## src/hw/rtl/tws_pkg.sv

```systemverilog
// ----------------------------------------------------------------------------
// tws_pkg
// Shared types, widths, reset values and the phase decode for the two-wire
// stepper sequencer.
// ----------------------------------------------------------------------------
package tws_pkg;

	localparam int unsigned DelayWidth    = 32;
	localparam int unsigned PosWidth      = 16;
	localparam int unsigned MoveWidth     = 16;
	localparam int unsigned CfgDataWidth  = 32;
	localparam int unsigned CfgIndexWidth = 1;

	localparam logic [DelayWidth-1:0] DelayReset     = DelayWidth'(1000);
	localparam logic [PosWidth-1:0]   StepsRevReset  = PosWidth'(1600);

	typedef enum logic [CfgIndexWidth-1:0] {
		REG_STEP_DELAY    = 1'b0,
		REG_STEPS_PER_REV = 1'b1
	} cfg_reg_t;

	typedef enum logic {
		KIND_MOVE = 1'b0,
		KIND_TICK = 1'b1
	} item_kind_t;

	typedef struct packed {
		logic                coil_a;
		logic                coil_b;
		logic [PosWidth-1:0] position;
		logic                busy_res;
		logic                stepped;
	} result_t;

	// Two-wire Gray phase pattern, returned as {coil_a, coil_b}
	function automatic logic [1:0] gray_for(input logic [1:0] phase);
		logic [1:0] levels;
		case (phase)
			2'd0:    levels = 2'b01;
			2'd1:    levels = 2'b11;
			2'd2:    levels = 2'b10;
			default: levels = 2'b00;
		endcase
		return levels;
	endfunction

endpackage

```

## src/hw/rtl/tws_cmd_if.sv

```systemverilog
// ----------------------------------------------------------------------------
// tws_cmd_if
// Command channel: move commands and time ticks.
// ----------------------------------------------------------------------------
interface tws_cmd_if;
	logic                                valid;
	logic                                ready;
	logic                                kind;
	logic signed [tws_pkg::MoveWidth-1:0] move_steps;

	modport source (output valid, output kind, output move_steps, input ready);
	modport sink   (input valid, input kind, input move_steps, output ready);
endinterface

```

## src/hw/rtl/tws_res_if.sv

```systemverilog
// ----------------------------------------------------------------------------
// tws_res_if
// Result channel: wire levels, rotor position and step status per item.
// ----------------------------------------------------------------------------
interface tws_res_if;
	logic                          valid;
	logic                          ready;
	logic                          coil_a;
	logic                          coil_b;
	logic [tws_pkg::PosWidth-1:0]  position;
	logic                          busy_res;
	logic                          stepped;

	modport source (
		output valid, output coil_a, output coil_b, output position,
		output busy_res, output stepped, input ready
	);
	modport sink (
		input valid, input coil_a, input coil_b, input position,
		input busy_res, input stepped, output ready
	);
endinterface

```

## src/hw/rtl/tws_step_unit.sv

```systemverilog
// ----------------------------------------------------------------------------
// tws_step_unit
// Motor state (position, remaining steps, direction, tick count, wires) and
// the update of that state for one item.
// ----------------------------------------------------------------------------
module tws_step_unit (
	input  logic                                 clk,
	input  logic                                 arst_n,
	input  logic                                 fire,
	input  logic                                 kind,
	input  logic signed [tws_pkg::MoveWidth-1:0] move_steps,
	input  logic [tws_pkg::DelayWidth-1:0]       delay_ticks,
	input  logic [tws_pkg::PosWidth-1:0]         steps_per_rev,
	output tws_pkg::result_t                     res
);

	logic [tws_pkg::PosWidth-1:0]   rotor_pos_q;
	logic [tws_pkg::MoveWidth-1:0]  remain_q;
	logic                           forward_q;
	logic [tws_pkg::DelayWidth-1:0] elapsed_q;
	logic [1:0]                     wires_q;

	logic [tws_pkg::PosWidth-1:0]   rotor_pos_d;
	logic [tws_pkg::MoveWidth-1:0]  remain_d;
	logic                           forward_d;
	logic [tws_pkg::DelayWidth-1:0] elapsed_d;
	logic [1:0]                     wires_d;

	logic                           is_move;
	logic                           negative;
	logic [tws_pkg::MoveWidth-1:0]  magnitude;
	logic [tws_pkg::DelayWidth-1:0] elapsed_inc;
	logic                           due;
	logic [tws_pkg::PosWidth-1:0]   rev;
	logic [tws_pkg::PosWidth:0]     pos_plus;
	logic [tws_pkg::PosWidth-1:0]   pos_stepped;

	assign is_move   = (tws_pkg::item_kind_t'(kind) == tws_pkg::KIND_MOVE);
	assign negative  = move_steps[tws_pkg::MoveWidth-1];
	// -32768 negates to 0x8000, which is the right magnitude
	assign magnitude = negative ? tws_pkg::MoveWidth'(-move_steps)
	                            : tws_pkg::MoveWidth'(move_steps);

	// saturate the tick count at all ones
	assign elapsed_inc = (&elapsed_q) ? elapsed_q : elapsed_q + 1'b1;
	assign due = !is_move && (remain_q != '0) && (elapsed_inc >= delay_ticks);

	assign rev      = (steps_per_rev == '0) ? tws_pkg::PosWidth'(1) : steps_per_rev;
	assign pos_plus = {1'b0, rotor_pos_q} + 1'b1;

	always_comb begin
		if (forward_q) begin
			if (pos_plus >= {1'b0, rev}) begin
				pos_stepped = '0;
			end else begin
				pos_stepped = pos_plus[tws_pkg::PosWidth-1:0];
			end
		end else begin
			// from zero or from beyond a shortened revolution, go to the top
			if (rotor_pos_q == '0 || rotor_pos_q >= rev) begin
				pos_stepped = rev - 1'b1;
			end else begin
				pos_stepped = rotor_pos_q - 1'b1;
			end
		end
	end

	always_comb begin
		rotor_pos_d = rotor_pos_q;
		remain_d    = remain_q;
		forward_d   = forward_q;
		elapsed_d   = elapsed_q;
		wires_d     = wires_q;
		if (is_move) begin
			forward_d = !negative && (move_steps != '0);
			remain_d  = magnitude;
			elapsed_d = '1;
		end else if (remain_q != '0) begin
			elapsed_d = elapsed_inc;
			if (due) begin
				elapsed_d   = '0;
				remain_d    = remain_q - 1'b1;
				rotor_pos_d = pos_stepped;
				wires_d     = tws_pkg::gray_for(pos_stepped[1:0]);
			end
		end
	end

	always_ff @(posedge clk or negedge arst_n) begin
		if (!arst_n) begin
			rotor_pos_q <= '0;
			remain_q    <= '0;
			forward_q   <= 1'b0;
			elapsed_q   <= '0;
			wires_q     <= 2'b00;
		end else if (fire) begin
			rotor_pos_q <= rotor_pos_d;
			remain_q    <= remain_d;
			forward_q   <= forward_d;
			elapsed_q   <= elapsed_d;
			wires_q     <= wires_d;
		end
	end

	assign res.coil_a   = wires_d[1];
	assign res.coil_b   = wires_d[0];
	assign res.position = rotor_pos_d;
	assign res.busy_res = (remain_d != '0);
	assign res.stepped  = due;

`ifndef SYNTH
	a_step_needs_work: assert property (@(posedge clk) disable iff (!arst_n)
		fire && due |-> remain_q != '0)
		else $error("step taken with no steps remaining");

	a_pos_in_rev: assert property (@(posedge clk) disable iff (!arst_n)
		fire && due |=> rotor_pos_q < $past(rev))
		else $error("position outside revolution after a step");

	a_wires_follow_pos: assert property (@(posedge clk) disable iff (!arst_n)
		fire && due |=> wires_q == tws_pkg::gray_for(rotor_pos_q[1:0]))
		else $error("wire levels do not match position phase");

	a_move_arms_first_step: assert property (@(posedge clk) disable iff (!arst_n)
		fire && is_move |=> (&elapsed_q) && !$past(due))
		else $error("move did not arm the first step");
`endif

endmodule

```

## src/hw/rtl/two_wire_stepper_sequencer.sv

```systemverilog
// ----------------------------------------------------------------------------
// two_wire_stepper_sequencer
// Counts ticks against a step delay, steps the rotor position within one
// revolution and drives the two-wire Gray phase pattern.
//
//   channel  role    payload
//   cmd      sink    kind, move_steps
//   res      source  coil_a, coil_b, position, busy_res, stepped
//   cfg_*    write   cfg_index selects step delay or steps per revolution
//
// One item per cycle while the result channel is not stalled; the input
// register takes an item at its transfer, and the state update then loads
// the result register, where the result waits until its own transfer.
// The state update is a 32-bit tick increment and compare and a 17-bit wrap.
// Reset clears the motor state and loads delay 1000, 1600 steps per rev.
// A stalled result holds the result register, and the input register fills
// behind it before cmd.ready drops.
// ----------------------------------------------------------------------------
module two_wire_stepper_sequencer (
	input  logic                                clk,
	input  logic                                arst_n,
	input  logic                                cfg_we,
	input  logic [tws_pkg::CfgIndexWidth-1:0]   cfg_index,
	input  logic [tws_pkg::CfgDataWidth-1:0]    cfg_data,
	tws_cmd_if.sink                             cmd,
	tws_res_if.source                           res
);

	logic [tws_pkg::DelayWidth-1:0]       delay_ticks_q;
	logic [tws_pkg::PosWidth-1:0]         steps_per_rev_q;

	logic                                 valid_s1;
	logic                                 kind_s1;
	logic signed [tws_pkg::MoveWidth-1:0] move_steps_s1;

	logic                                 out_valid_q;
	tws_pkg::result_t                     out_q;
	tws_pkg::result_t                     next_res;

	logic                                 advance;
	logic                                 fire;

	assign advance   = !out_valid_q || res.ready;
	assign fire      = valid_s1 && advance;
	assign cmd.ready = !valid_s1 || advance;

	always_ff @(posedge clk or negedge arst_n) begin
		if (!arst_n) begin
			delay_ticks_q   <= tws_pkg::DelayReset;
			steps_per_rev_q <= tws_pkg::StepsRevReset;
		end else if (cfg_we) begin
			case (tws_pkg::cfg_reg_t'(cfg_index))
				tws_pkg::REG_STEP_DELAY:    delay_ticks_q   <= cfg_data;
				tws_pkg::REG_STEPS_PER_REV: steps_per_rev_q <= cfg_data[tws_pkg::PosWidth-1:0];
				default: ;
			endcase
		end
	end

	always_ff @(posedge clk or negedge arst_n) begin
		if (!arst_n) begin
			valid_s1 <= 1'b0;
		end else if (cmd.ready) begin
			valid_s1 <= cmd.valid;
		end
	end

	always_ff @(posedge clk) begin
		if (cmd.ready && cmd.valid) begin
			kind_s1       <= cmd.kind;
			move_steps_s1 <= cmd.move_steps;
		end
	end

	tws_step_unit u_step (
		.clk           (clk),
		.arst_n        (arst_n),
		.fire          (fire),
		.kind          (kind_s1),
		.move_steps    (move_steps_s1),
		.delay_ticks   (delay_ticks_q),
		.steps_per_rev (steps_per_rev_q),
		.res           (next_res)
	);

	always_ff @(posedge clk or negedge arst_n) begin
		if (!arst_n) begin
			out_valid_q <= 1'b0;
		end else if (advance) begin
			out_valid_q <= valid_s1;
		end
	end

	// hold the result while the sink stalls
	always_ff @(posedge clk) begin
		if (fire) begin
			out_q <= next_res;
		end
	end

	assign res.valid    = out_valid_q;
	assign res.coil_a   = out_q.coil_a;
	assign res.coil_b   = out_q.coil_b;
	assign res.position = out_q.position;
	assign res.busy_res = out_q.busy_res;
	assign res.stepped  = out_q.stepped;

`ifndef SYNTH
	a_fire_fills_output: assert property (@(posedge clk) disable iff (!arst_n)
		fire |=> out_valid_q)
		else $error("processed item did not reach the result register");

	a_stall_blocks_fire: assert property (@(posedge clk) disable iff (!arst_n)
		out_valid_q && !res.ready |-> !fire)
		else $error("item processed into a stalled result register");

	a_full_drops_ready: assert property (@(posedge clk) disable iff (!arst_n)
		valid_s1 && out_valid_q && !res.ready |-> !cmd.ready)
		else $error("transfer accepted with both stages full and stalled");
`endif

endmodule

```

## src/flat_wrapper.sv

```systemverilog
// flat-port wrapper written by rule: the top's interface ports become plain ports
module two_wire_stepper_sequencer_flat 
  (clk, arst_n, cfg_we, cfg_index, cfg_data, cmd_valid, cmd_kind, cmd_move_steps, cmd_ready, res_valid, res_coil_a, res_coil_b, res_position, res_busy_res, res_stepped, res_ready);
  tws_cmd_if cmd_i ();
  tws_res_if res_i ();
  input  logic clk;
  input  logic arst_n;
  input  logic cfg_we;
  input  logic [tws_pkg::CfgIndexWidth-1:0] cfg_index;
  input  logic [tws_pkg::CfgDataWidth-1:0] cfg_data;
  input wire logic [$bits(cmd_i.valid)-1:0] cmd_valid;
  input wire logic [$bits(cmd_i.kind)-1:0] cmd_kind;
  input wire logic [$bits(cmd_i.move_steps)-1:0] cmd_move_steps;
  output wire logic [$bits(cmd_i.ready)-1:0] cmd_ready;
  output wire logic [$bits(res_i.valid)-1:0] res_valid;
  output wire logic [$bits(res_i.coil_a)-1:0] res_coil_a;
  output wire logic [$bits(res_i.coil_b)-1:0] res_coil_b;
  output wire logic [$bits(res_i.position)-1:0] res_position;
  output wire logic [$bits(res_i.busy_res)-1:0] res_busy_res;
  output wire logic [$bits(res_i.stepped)-1:0] res_stepped;
  input wire logic [$bits(res_i.ready)-1:0] res_ready;
  assign cmd_i.valid = cmd_valid;
  assign cmd_i.kind = cmd_kind;
  assign cmd_i.move_steps = cmd_move_steps;
  assign cmd_ready = cmd_i.ready;
  assign res_valid = res_i.valid;
  assign res_coil_a = res_i.coil_a;
  assign res_coil_b = res_i.coil_b;
  assign res_position = res_i.position;
  assign res_busy_res = res_i.busy_res;
  assign res_stepped = res_i.stepped;
  assign res_i.ready = res_ready;
  two_wire_stepper_sequencer u_core (.clk(clk), .arst_n(arst_n), .cfg_we(cfg_we), .cfg_index(cfg_index), .cfg_data(cfg_data), .cmd(cmd_i), .res(res_i));
endmodule
```

## config.mk

```make
export PLATFORM = sky130hd
export DESIGN_NAME = two_wire_stepper_sequencer_flat
export DESIGN_NICKNAME = d
export VERILOG_FILES = /design/src/hw/rtl/tws_pkg.sv /design/src/hw/rtl/tws_cmd_if.sv /design/src/hw/rtl/tws_res_if.sv /design/src/hw/rtl/tws_step_unit.sv /design/src/hw/rtl/two_wire_stepper_sequencer.sv /design/src/flat_wrapper.sv
export SDC_FILE = /design/constraint.sdc
export NUM_CORES = 1
export LEC_CHECK = 0
export BUFFER_PORTS_ARGS = -buffer_cell sky130_fd_sc_hd__buf_4
export CORE_MARGIN = 3
export CORE_UTILIZATION = 45
export DETAILED_ROUTE_END_ITERATION = 10
export GPL_ROUTABILITY_DRIVEN = 1
export GPL_TIMING_DRIVEN = 0
export PLACE_DENSITY = 0.61
export RECOVER_POWER = 25
export SLEW_MARGIN = 25
export SYNTH_ARGS = -nofsm -noshare
export SYNTH_HDL_FRONTEND = slang
export SYNTH_HIERARCHICAL = 1
export SYNTH_SLANG_ARGS = --single-unit
```

## constraint.sdc

```tcl
create_clock -name clk -period 7.56 [get_ports clk]
set_clock_uncertainty 0.1 [all_clocks]
set_input_delay 1.512 -clock clk [delete_from_list [all_inputs] [get_ports clk]]
set_output_delay 1.512 -clock clk [all_outputs]
set_load 0.02 [all_outputs]
```

==> summary.md, run 1 <==
| Metric | Value |
|---|---|
| Ports | 77 |
| Slowest-stage cell, CP | a2111oi_1 |
| Peak Freq | 0.141 GHz |
| CTS Buf Count | 17 |
| Failing checks | max-capacitance violations, max-slew violations |
| Comb pwr share | 47.5% |
| Clock Sinks | 154 |
| Lkg Pwr | 0.00527 uW |
| Clock share of power | 20.7% |
| Number of global-route vias before repair | 8,563 |
| Max_slew headroom | -109% |
| Share of layout cells above drive strength 1 | 16.4% |
| Maximum vdd drop | 0.185 mV |
| H-tree levels | 4 |
| Worst min-delay path category | reg -> reg |
| Detailed-route via count | 8,739 |
| Placement Cell Area | 11,600 um2 |
| CP Launch Type | flop |
| Critical R2R Capture | u_core/res.position[10]$_DFFE_PP_ |
| Synth Cell Area | 10,600 um2 |
| Pre-CTS setup slack | 0.199 ns |
| Worst path top cell family by delay | simple AND/OR/NAND/NOR gates |
| Port bufs | 76 |
| Starting density of the core | 46.2% |
| HP Start | u_core/valid_s1$_DFFE_PN0P_ |
| NetSw | 1750 uW |
| RSZ-0062 raised after global routing | no |
| Post-route setup slack | 0.460 ns |
| Most frequent cells in the layout | 113 x nand2_1, 108 x dfrtp_1, 88 x o21ai_0, 73 x nor2_1, 70 x ha_1 |
| Final Hold Fails | 0 |
| First-pass GRT wire length | 46,400 um |
| Largest net degree at the start of global routing | 68 |
| Iter 0 DRT Violations | 538 |
| Drc violations | 0 |
| CTS max path bufs | 2 |
| Core Box Area | 22,800 um2 |
| Max Cap Violations | 2 |
| Power Total | 4120 uW |
| ANT cells | 0 |
| Final min period | 7.10 ns |
| Area Overhead vs Synth | 14.9% |
| R2R setup slack | 0.46 ns |
| Core Rows | 55 |
| Final net count | 1,352 |
| Ranking of synthesized cells by area | dfrtp_1 26%, edfxtp_1 11%, ha_1 8.3% |
| Worst-Margin Slew | 3.13 ns |
| Post-synthesis sequential area ratio | 38.3% |
| Worst hold slack | 0.382 ns |
| CP Max Fanout | 10 |
| Worst-path clk slew | 0.07 ns |
| Sequential Power Share | 31.8% |
| Worst path cell trace | ha_1, inv_1, or4_1, nor4_2, nor4b_4, and3_1, and3_1, xor2_1, ha_1, nand4_1, or4_1, a2111oi_1, nor2b_2, a21o_1, buf_6, nand2_1, inv_1, clkdlybuf4s15_1, mux2_2 |
| Initial antenna violation count | 0 |
| Cell taking the most area after synthesis | dfrtp_1 |
| Die Area | 25,300 um2 |
| Root Driver | clkbuf_16 |
| Post-Route WL | 28,400 um |
| Post-DP HPWL | 20,800 um |
| Cell count after synthesis | 1,131 |
| WP buf/inv | 4 |
| Setup CP Type | reg -> reg |
| Number of flops mapped to enable cells by yosys | 37 |
| Post-Route Utilization | 53.1% |
| Switch share | 42.3% |
| First-pass DRT Iterations | 6 |
| Die height | 159 um |
| Worst skew pair latency | 0.43 ns |
| All-Layer GR Usage | 22.7% |
| Mapped Avg Cell Area | 9.34 um2 |
| Worst path max stage delay | 0.76 ns |
| Period utilization | 93.9% |
| Crit path DAT | 7.18 ns |
| Top_reg_cell synth | dfrtp_1 |
| Die X | 159 um |
| Yosys top cell area share | 25.6% |
| CP endpoint kind | flop |
| Ys Warns | 6 |
| Final Wtd Congestion | 0.960 |
| Final antenna-violating net count | 0 |
| # setup viols final | 0 |
| Fraction of registers with async set/reset | 76.0% |
| Synth unique cells | 72 |
| Slew Limit Fails | 120 |
| Fillers | 2,168 |
| Register bit total from synthesis | 154 |
| Reg2reg start | u_core/u_step/elapsed_q[0]$_DFFE_PN0P_ |
| Final Instance Area | 12,100 um2 |
| Worst Reg2Reg Path Length in Cells | 19 |
| Outcome | finished with violations |
| Mapped Nets | 1,256 |
| Mean routed wirelength per cell | 18.3 um |
| End of the worst hold path | u_core/res.valid$_DFFE_PN0P_ |
| Vias/cell | 5.63 |
| Grt ovf | 0 |
| Req. time, crit path | 7.64 ns |
| CTS tree | yes |
| Internal Power | 2380 uW |
| Worst hold stages | 1 |
| Commonest non-fill, non-tap cell in the layout | nand2_1 |
| PwrDens | 340 nW/um2 |
==> synthesized netlist by cell type, drive strengths merged (15+ instances only) <==
library cell and number:
o31ai 16, inv 68, xnor2 55, edfxtp 37, o21ai 90, clkbuf 53
dfrtp 108, xor2 26, nor3 25, nand3 36, mux2 57, nor2 74
a21oi 55, a21o 15, nand2 114, nor4 16, nand4 17, mux2i 17
ha 70
==> final cells by class <==
class | count | area (um2) | area share (%)
Inverter | 68 | 255 | 2.10
Buffer | 65 | 339 | 2.79
Timing Repair Buffer | 77 | 579 | 4.77
Sequential cell | 154 | 4050 | 33.4
Multi-Input combinational cell | 844 | 5950 | 49.0
Clock inverter | 15 | 149 | 1.23
Clock buffer | 17 | 425 | 3.50
Tap cell | 313 | 392 | 3.23
==> flip-flops by register name (all words and copies together) (netlist names), 2 cells and up <==
name	cells
u_core/u_step/elapsed_q	32
u_core/steps_per_rev_q	16
u_core/u_step/remain_q	16
u_core/delay_ticks_q	32
u_core/move_steps_s1	16
u_core/u_step/wires_q	2
u_core/res.position	16
u_core/u_step/rotor_pos_q	16
==> kinds of logic after synthesis <==
family | after synthesis | share of synthesized area (%)
mux | 74 | 8.75
xor+xnor | 81 | 6.72
buf+inv | 133 | 5.57
simple gates | 361 | 16.9
flops | 154 | 38.3
fa+ha+maj | 70 | 8.29
compound gates | 258 | 15.4
==> worst register-to-register path, stage by stage, from the launching register on <==
cell             delay [ns]
dfrtp_1                0.43
ha_1                   0.22
inv_1                  0.06
or4_1                  0.61
nor4_2                 0.61
nor4b_4                0.16
and3_1                 0.25
and3_1                 0.22
xor2_1                 0.16
ha_1                   0.31
nand4_1                0.17
or4_1                  0.62
a2111oi_1              0.76
nor2b_2                0.31
a21o_1                 0.15
buf_6                  0.14
nand2_1                0.27
inv_1                  0.21
clkdlybuf4s15_1        0.70
mux2_2                 0.41
==> stage by stage <==
stage	instances	TNS, ns
after detailed placement	1521	0
after CTS	1553	0
after floorplan	1131	0
after global placement	1520	-1.46
final	1553	0
after global routing	1553	0
==> timing repair <==
| item | in CTS | in global routing |
|---|---|---|
| endpoints found under the setup margin | 0 | 6 |
| gates resized for setup | 0 | 3 |
| buffers inserted | 0 | 0 |
| hold buffers | 0 | 0 |
==> how the worst max path moves through the flow <==
stage                                                       from                                 to  cells after the start
after floorplan           u_core/u_step/elapsed_q[0]$_DFFE_PN0P_      u_core/res.busy_res$_DFFE_PP_                     19
after global placement    u_core/u_step/elapsed_q[2]$_DFFE_PN0P_  u_core/res.position[11]$_DFFE_PP_                     19
after detailed placement  u_core/u_step/elapsed_q[0]$_DFFE_PN0P_  u_core/res.position[10]$_DFFE_PP_                     19
after CTS                 u_core/u_step/elapsed_q[0]$_DFFE_PN0P_  u_core/res.position[10]$_DFFE_PP_                     19
after global routing       u_core/steps_per_rev_q[2]$_DFFE_PN0P_  u_core/res.position[12]$_DFFE_PP_                     24
final                     u_core/u_step/elapsed_q[0]$_DFFE_PN0P_  u_core/res.position[10]$_DFFE_PP_                     19
==> per-layer routing <==
metal	vias to the layer above	global-route usage (%)	part of all wire, %
met4	0	7.40	2.5
met3	43	3.23	5.4
met2	254	37.5	48
met1	4178	30.8	44
li1	4264	-	-
met5	-	0	0
==> power groups by stage <==
stage / Combinational, uW / Clock [uW] / Sequential (uW)
finish: 1960 / 854 / 1310
global route: 2200 / 908 / 1350
CTS: 1940 / 872 / 1310
detailed placement: 1930 / 0 / 1320
global placement: 1900 / 0 / 1320
floorplan: 1370 / 0 / 1310
Note: power is estimated with default switching activity, not from simulation.
==> inputs of run 2 (changes only) <==
--- a/config.mk
+++ b/config.mk
@@ -10,7 +10,6 @@
 export CORE_UTILIZATION = 45
 export DETAILED_ROUTE_END_ITERATION = 10
 export GPL_ROUTABILITY_DRIVEN = 1
-export GPL_TIMING_DRIVEN = 0
 export PLACE_DENSITY = 0.61
 export RECOVER_POWER = 25
 export SLEW_MARGIN = 25
==> run 2 against run 1 <==
The flow still finishes with violations (max-capacitance violations, max-slew violations). Fmax up 4.9%. Cell count down 3.3%. Total power down 0.88%. Final area down 1.7%. Non-clock buffer count down 52. First-iteration DRC count down 8.2%. Count of clock-buffer cells in the layout up 5. Critical path depth up 1. Clock power up 8.2%.
==> summary.md, run 2 (synthesis gave the netlist of run 1 again) <==
| Metric | Value |
|---|---|
| Outcome | finished with violations (unchanged) |
| Failing checks | max-capacitance violations, max-slew violations (unchanged) |
| Root Driver | clkbuf_16 (unchanged) |
| HP Start | u_core/u_step/wires_q[0]$_DFFE_PN0P_ (was u_core/valid_s1$_DFFE_PN0P_) |
| Req. time, crit path | 7.63 ns (was 7.64 ns) |
| Period utilization | 89.5% (was 93.9%) |
| CP Max Fanout | 25 (was 10) |
| Setup bufs post-CTS | 0 (unchanged) |
| Vias/cell | 5.65 (was 5.63) |
| Worst path cell trace | ha_1, inv_1, or4_1, nor4_1, nor4b_1, buf_4, and3_1, and3_1, xor2_1, ha_1, nand4_1, or4_1, a2111oi_0, nor2b_2, a21o_1, buf_4, and3_1, o21ai_1, a221o_1, or4_1 (was ha_1, inv_1, or4_1, nor4_2, nor4b_4, and3_1, and3_1, xor2_1, ha_1, nand4_1, or4_1, a2111oi_1, nor2b_2, a21o_1, buf_6, nand2_1, inv_1, clkdlybuf4s15_1, mux2_2) |
| Crit path DAT | 6.84 ns (was 7.18 ns) |
| Share of layout cells above drive strength 1 | 17.2% (was 16.4%) |
| First-pass GRT wire length | 43,400 um (was 46,400 um) |
| Post-DP HPWL | 18,700 um (was 20,800 um) |
| Final antenna-violating net count | 0 (unchanged) |
| End of the worst hold path | u_core/u_step/wires_q[0]$_DFFE_PN0P_ (was u_core/res.valid$_DFFE_PN0P_) |
| Lkg Pwr | 0.00522 uW (was 0.00527 uW) |
| Sequential Power Share | 34.4% (was 31.8%) |
| Reg2reg start | u_core/u_step/elapsed_q[0]$_DFFE_PN0P_ (unchanged) |
| Number of global-route vias before repair | 8,229 (was 8,563) |
| Final Wtd Congestion | 0.900 (was 0.960) |
| CTS Buf Count | 17 (unchanged) |
| First-pass DRT Iterations | 5 (was 6) |
| Worst-path clk slew | 0.07 ns (about the same) |
| Clock share of power | 22.6% (was 20.7%) |
| CTS tree | yes (unchanged) |
| Drc violations | 0 (unchanged) |
| Core Rows | 55 (unchanged) |
| Initial antenna violation count | 0 (unchanged) |
| Die X | 159 um (unchanged) |
| Placement Cell Area | 11,300 um2 (was 11,600 um2) |
| Largest regs | u_core/delay_ticks_q: 32 flops, u_core/u_step/elapsed_q: 32 flops (unchanged) |
| Slew Limit Fails | 60 (was 120) |
| Worst path max stage delay | 0.68 ns (was 0.76 ns) |
| Setup CP Type | reg -> reg (unchanged) |
| Die height | 159 um (unchanged) |
| Core Box Area | 22,800 um2 (unchanged) |
| CTS max path bufs | 2 (unchanged) |
| Post-Route WL | 26,400 um (was 28,400 um) |
| PwrDens | 343 nW/um2 (was 340 nW/um2) |
| Port bufs | 76 (unchanged) |
| Final net count | 1,300 (was 1,352) |
| Largest net degree at the start of global routing | 60 (was 68) |
| R2R setup slack | 0.79 ns (was 0.46 ns) |
| H-tree levels | 4 (unchanged) |
| Starting density of the core | 46.2% (unchanged) |
| Worst hold stages | 2 (was 1) |
| Final min period | 6.77 ns (was 7.10 ns) |
| NetSw | 1670 uW (was 1750 uW) |
| CP Launch Type | flop (unchanged) |
| Worst min-delay path category | reg -> reg (unchanged) |
| All-Layer GR Usage | 21.0% (was 22.7%) |
| Iter 0 DRT Violations | 494 (was 538) |
| Most frequent cells in the layout | 114 x nand2_1, 108 x dfrtp_1, 88 x o21ai_0, 73 x nor2_1 (was 113 x nand2_1, 108 x dfrtp_1, 88 x o21ai_0, 73 x nor2_1, 70 x ha_1) |
| Max_slew headroom | -123% (was -109%) |
| Worst Reg2Reg Path Length in Cells | 20 (was 19) |
| # hold bufs at CTS | 0 (unchanged) |
| Critical R2R Capture | u_core/res.busy_res$_DFFE_PP_ (was u_core/res.position[10]$_DFFE_PP_) |
| CTS resizes | 0 (unchanged) |
| Slowest-stage cell, CP | nor4_1 (was a2111oi_1) |
| Peak Freq | 0.148 GHz (was 0.141 GHz) |
| RSZ-0062 raised after global routing | no (unchanged) |
| WP buf/inv | 3 (was 4) |
| Die Area | 25,300 um2 (unchanged) |
| Ports | 77 (unchanged) |
| Worst path top cell family by delay | simple AND/OR/NAND/NOR gates (unchanged) |
| Comb pwr share | 43.0% (was 47.5%) |
| Clock Sinks | 154 (unchanged) |
| Area Overhead vs Synth | 13.0% (was 14.9%) |
| CP endpoint kind | flop (unchanged) |
| Detailed-route via count | 8,476 (was 8,739) |
| ANT cells | 0 (unchanged) |
| # setup viols final | 0 (unchanged) |
| Max Cap Violations | 1 (was 2) |
| Final Hold Fails | 0 (unchanged) |
| Setup TNS Final | 0 ns (unchanged) |
| Grt ovf | 0 (unchanged) |
| Commonest non-fill, non-tap cell in the layout | nand2_1 (unchanged) |
| Worst-Margin Slew | 3.34 ns (was 3.13 ns) |
| Fillers | 2,164 (was 2,168) |
| Worst skew pair latency | 0.44 ns (was 0.43 ns) |
| Switch share | 40.9% (was 42.3%) |
| Maximum vdd drop | 0.142 mV (was 0.185 mV) |
| Mean routed wirelength per cell | 17.6 um (was 18.3 um) |
| Final Instance Area | 11,900 um2 (was 12,100 um2) |
| Internal Power | 2420 uW (was 2380 uW) |
[run 2: layout make-up]
cell class	instances	area [um2]	share of cell area (%)
Multi-Input combinational cell	844	5930	49.7
Sequential cell	154	4050	33.9
Timing Repair Buffer	90	668	5.60
Clock buffer	22	485	4.07
Tap cell	313	392	3.28
Inverter	68	255	2.14
Clock inverter	10	149	1.25
[run 2: power groups by stage]
stage	clock [uW]	combinational [uW]	sequential [uW]
final	924	1760	1410
after global routing	980	1990	1450
after CTS	944	1760	1400
after detailed placement	0	1750	1410
after global placement	0	1720	1410
after floorplan	0	1370	1310
[run 2: worst max-delay path by stage]
stage | from | to | slack [ns] | cells past startpoint
after detailed placement | u_core/u_step/elapsed_q[0]$_DFFE_PN0P_ | u_core/res.busy_res$_DFFE_PP_ | 0.81 | 19
after floorplan | u_core/u_step/elapsed_q[0]$_DFFE_PN0P_ | u_core/res.busy_res$_DFFE_PP_ | 1.78 | 19
after global placement | u_core/u_step/elapsed_q[0]$_DFFE_PN0P_ | u_core/res.busy_res$_DFFE_PP_ | 1.05 | 20
final | u_core/u_step/elapsed_q[0]$_DFFE_PN0P_ | u_core/res.busy_res$_DFFE_PP_ | 0.79 | 20
after global routing | u_core/u_step/elapsed_q[0]$_DFFE_PN0P_ | u_core/res.busy_res$_DFFE_PP_ | 0.33 | 19
after CTS | u_core/u_step/elapsed_q[0]$_DFFE_PN0P_ | u_core/res.busy_res$_DFFE_PP_ | 0.75 | 19
[run 2: worst min-delay path, delay by kind of cell, from the launching register on]
kind,cells,cell delay [ns]
DFF,1,0.34
and+or+nand+nor,2,0.11
[run 2: routing by layer]
| layer | routed length, um | share of wire, % | global-route usage [%] |
|---|---|---|---|
| met5 | 0 | 0 | 0 |
| met2 | 13200 | 50 | 36.4 |
| met4 | 374 | 1.4 | 5.33 |
| met3 | 1110 | 4.2 | 3.85 |
| met1 | 11800 | 45 | 27.3 |
[run 2: stage by stage]
stage	hold WS, ns	power (uW)	std cells	util, %	worst slack, ns
2_1_floorplan	0.346	2680	1131	-	1.78
3_3_place_gp	0.359	3130	1469	49.5	1.05
3_5_place_dp	0.381	3170	1469	49.5	0.808
4_1_cts	0.396	4110	1501	52.3	0.751
5_1_grt	0.417	4410	1501	52.2	0.326
6_report	0.389	4090	1501	52.2	0.792
==> inputs of run 3 (changes only) <==
--- a/config.mk
+++ b/config.mk
@@ -6,11 +6,13 @@
 export NUM_CORES = 1
 export LEC_CHECK = 0
 export BUFFER_PORTS_ARGS = -buffer_cell sky130_fd_sc_hd__buf_4
+export CELL_PAD_IN_SITES_DETAIL_PLACEMENT = 0
+export CELL_PAD_IN_SITES_GLOBAL_PLACEMENT = 1
 export CORE_MARGIN = 3
 export CORE_UTILIZATION = 45
 export DETAILED_ROUTE_END_ITERATION = 10
 export GPL_ROUTABILITY_DRIVEN = 1
-export PLACE_DENSITY = 0.61
+export PLACE_DENSITY = 0.76
 export RECOVER_POWER = 25
 export SLEW_MARGIN = 25
 export SYNTH_ARGS = -nofsm -noshare
==> run 3 against run 2 <==
The flow still finishes with violations (max-capacitance violations, max-slew violations). Setup slack improved by 0.21 ns. Register-to-register slack better by 0.21 ns. Fmax is 3.2% higher. Critical path type unchanged.
==> summary.md, run 3 (synthesis gave the netlist of run 1 again) <==
| Metric | Value |
|---|---|
| Worst-path clk slew | 0.07 ns (about the same) |
| Fillers | 2,180 (was 2,164) |
| Maximum vdd drop | 0.165 mV (was 0.142 mV) |
| Die height | 159 um (unchanged) |
| Lkg Pwr | 0.00523 uW (was 0.00522 uW) |
| Setup TNS Final | 0 ns (unchanged) |
| Slew Limit Fails | 80 (was 60) |
| CP Max Fanout | 15 (was 25) |
| Final Wtd Congestion | 0.877 (was 0.900) |
| Post-DP HPWL | 18,700 um (about the same) |
| Worst Reg2Reg Path Length in Cells | 19 (was 20) |
| Die Area | 25,300 um2 (unchanged) |
| Failing checks | max-capacitance violations, max-slew violations (unchanged) |
| Vias/cell | 5.60 (was 5.65) |
| Port bufs | 76 (unchanged) |
| CP endpoint kind | flop (unchanged) |
| CTS Buf Count | 17 (unchanged) |
| Reg2reg start | u_core/u_step/elapsed_q[0]$_DFFE_PN0P_ (unchanged) |
| Starting density of the core | 46.2% (unchanged) |
| Most frequent cells in the layout | 114 x nand2_1, 108 x dfrtp_1, 88 x o21ai_0, 73 x nor2_1, 70 x ha_1 (was 114 x nand2_1, 108 x dfrtp_1, 88 x o21ai_0, 73 x nor2_1) |
| All-Layer GR Usage | 21.1% (was 21.0%) |
| Number of global-route vias before repair | 8,169 (was 8,229) |
| RSZ-0062 raised after global routing | no (unchanged) |
| Final Hold Fails | 0 (unchanged) |
| Max_slew headroom | -72.1% (was -123%) |
| Period utilization | 86.7% (was 89.5%) |
| Ports | 77 (unchanged) |
| Final min period | 6.56 ns (was 6.77 ns) |
| Critical Path End | u_core/res.busy_res$_DFFE_PP_ (unchanged) |
| Worst-Margin Slew | 2.58 ns (was 3.34 ns) |
| Largest regs | u_core/delay_ticks_q: 32 flops, u_core/u_step/elapsed_q: 32 flops (unchanged) |
| Power Total | 4130 uW (was 4090 uW) |
| FF/Latch Area | 4050 um2 (unchanged) |
| Die X | 159 um (unchanged) |
| Post-Route WL | 26,400 um (about the same) |
| Commonest non-fill, non-tap cell in the layout | nand2_1 (unchanged) |
| Drc violations | 0 (unchanged) |
| Iter 0 DRT Violations | 602 (was 494) |
| Mean routed wirelength per cell | 17.6 um (about the same) |
| CTS tree | yes (unchanged) |
| Initial antenna violation count | 0 (unchanged) |
| Max Cap Violations | 2 (was 1) |
| Detailed-route via count | 8,402 (was 8,476) |
| CTS resizes | 0 (unchanged) |
| R2R setup slack | 1.00 ns (was 0.79 ns) |
| Clock Sinks | 154 (unchanged) |
| H-tree levels | 4 (unchanged) |
| Largest net degree at the start of global routing | 74 (was 60) |
| # hold bufs at CTS | 0 (unchanged) |
| Share of layout cells above drive strength 1 | 17.2% (unchanged) |
| Critical R2R Capture | u_core/res.busy_res$_DFFE_PP_ (unchanged) |
| Area Overhead vs Synth | 13.2% (was 13.0%) |
| Final antenna-violating net count | 0 (unchanged) |
| PwrDens | 346 nW/um2 (was 343 nW/um2) |
| Multi-input logic area | 5930 um2 (unchanged) |
| Core Box Area | 22,800 um2 (unchanged) |
| Root Driver | clkbuf_16 (unchanged) |
| # setup viols final | 0 (unchanged) |
| Worst min-delay path category | reg -> reg (unchanged) |
| Worst skew pair latency | 0.43 ns (was 0.44 ns) |
| Setup bufs post-CTS | 0 (unchanged) |
| Crit. Startpoint | u_core/u_step/elapsed_q[0]$_DFFE_PN0P_ (unchanged) |
| First-pass GRT wire length | 43,200 um (was 43,400 um) |
| Final net count | 1,300 (unchanged) |
| Crit path DAT | 6.63 ns (was 6.84 ns) |
| Outcome | finished with violations (unchanged) |
| CTS max path bufs | 2 (unchanged) |
| CP Launch Type | flop (unchanged) |
| Core Rows | 55 (unchanged) |
| ANT cells | 0 (unchanged) |
| Setup CP Type | reg -> reg (unchanged) |
| First-pass DRT Iterations | 5 (unchanged) |
| Grt ovf | 0 (unchanged) |
| Peak Freq | 0.153 GHz (was 0.148 GHz) |
| Req. time, crit path | 7.63 ns (about the same) |
run 3: cell count changes in the layout (fill, tap and decap cells not counted), sizes merged:
cell / before / now
clkinv: 2 / 5
inv: 73 / 74
bufinv: 3 / 4
buf: 70 / 69
clkbuf: 42 / 38
run 3: area by class of cell:
type                       count  share of cell area, %
inverter                      68                   2.13
sequential                   154                   33.9
timing repair buffer          90                   5.59
tap                          313                   3.28
multi-input combinational    844                   49.6
clock buffer                  17                   3.56
clock inverter                15                   1.96
run 3: where the power goes:
group	internal [uW]	total [uW]	switching, uW
logic	751	1770	1010
clock network	569	962	393
registers	1100	1410	304
run 3: stage by stage:
step                      hold WS, ns  area (um2)  setup slack, ns  cells  util, %
final                           0.378       12000             1.00   1501     52.3
after CTS                       0.380       12000             1.08   1501     52.4
after global placement          0.362       11300             1.41   1469     49.5
after global routing            0.403       12000            0.630   1501     52.3
after floorplan                 0.346       10600             1.78   1131        -
after detailed placement        0.363       11300             1.20   1469     49.5
run 3: how the worst min path moves through the flow:
stage	slack, ns	end	cells past startpoint	start
after floorplan	0.35	u_core/u_step/wires_q[0]$_DFFE_PN0P_	2	u_core/u_step/wires_q[0]$_DFFE_PN0P_
final	0.38	u_core/u_step/wires_q[0]$_DFFE_PN0P_	2	u_core/u_step/wires_q[0]$_DFFE_PN0P_
after global routing	0.40	u_core/u_step/wires_q[0]$_DFFE_PN0P_	2	u_core/u_step/wires_q[0]$_DFFE_PN0P_
after global placement	0.36	u_core/res.valid$_DFFE_PN0P_	1	u_core/valid_s1$_DFFE_PN0P_
after detailed placement	0.36	u_core/u_step/wires_q[0]$_DFFE_PN0P_	2	u_core/u_step/wires_q[0]$_DFFE_PN0P_
after CTS	0.38	u_core/u_step/wires_q[0]$_DFFE_PN0P_	2	u_core/u_step/wires_q[0]$_DFFE_PN0P_
run 3: critical path: stages (launching register included):
cell	delay, ns
dfrtp_1	0.42
ha_1	0.21
inv_1	0.06
or4_1	0.60
nor4_1	0.35
nor4b_1	0.12
buf_4	0.18
and3_1	0.19
and3_1	0.21
xor2_1	0.16
ha_1	0.30
nand4_1	0.13
or4_1	0.56
a2111oi_0	0.73
nor2b_2	0.32
a21o_1	0.48
and3_1	0.25
o21ai_1	0.07
a221o_1	0.35
or4_1	0.50
run 3: layer usage:
layer / wire length, um / global-route usage [%] / vias up / share of wire (%)
met5: 0 / 0 / - / 0
met4: 518 / 6.69 / 0 / 2.0
met3: 1120 / 3.23 / 33 / 4.2
met2: 13000 / 36.5 / 198 / 49
met1: 11800 / 27.1 / 4012 / 45
li1: - / - / 4159 / -
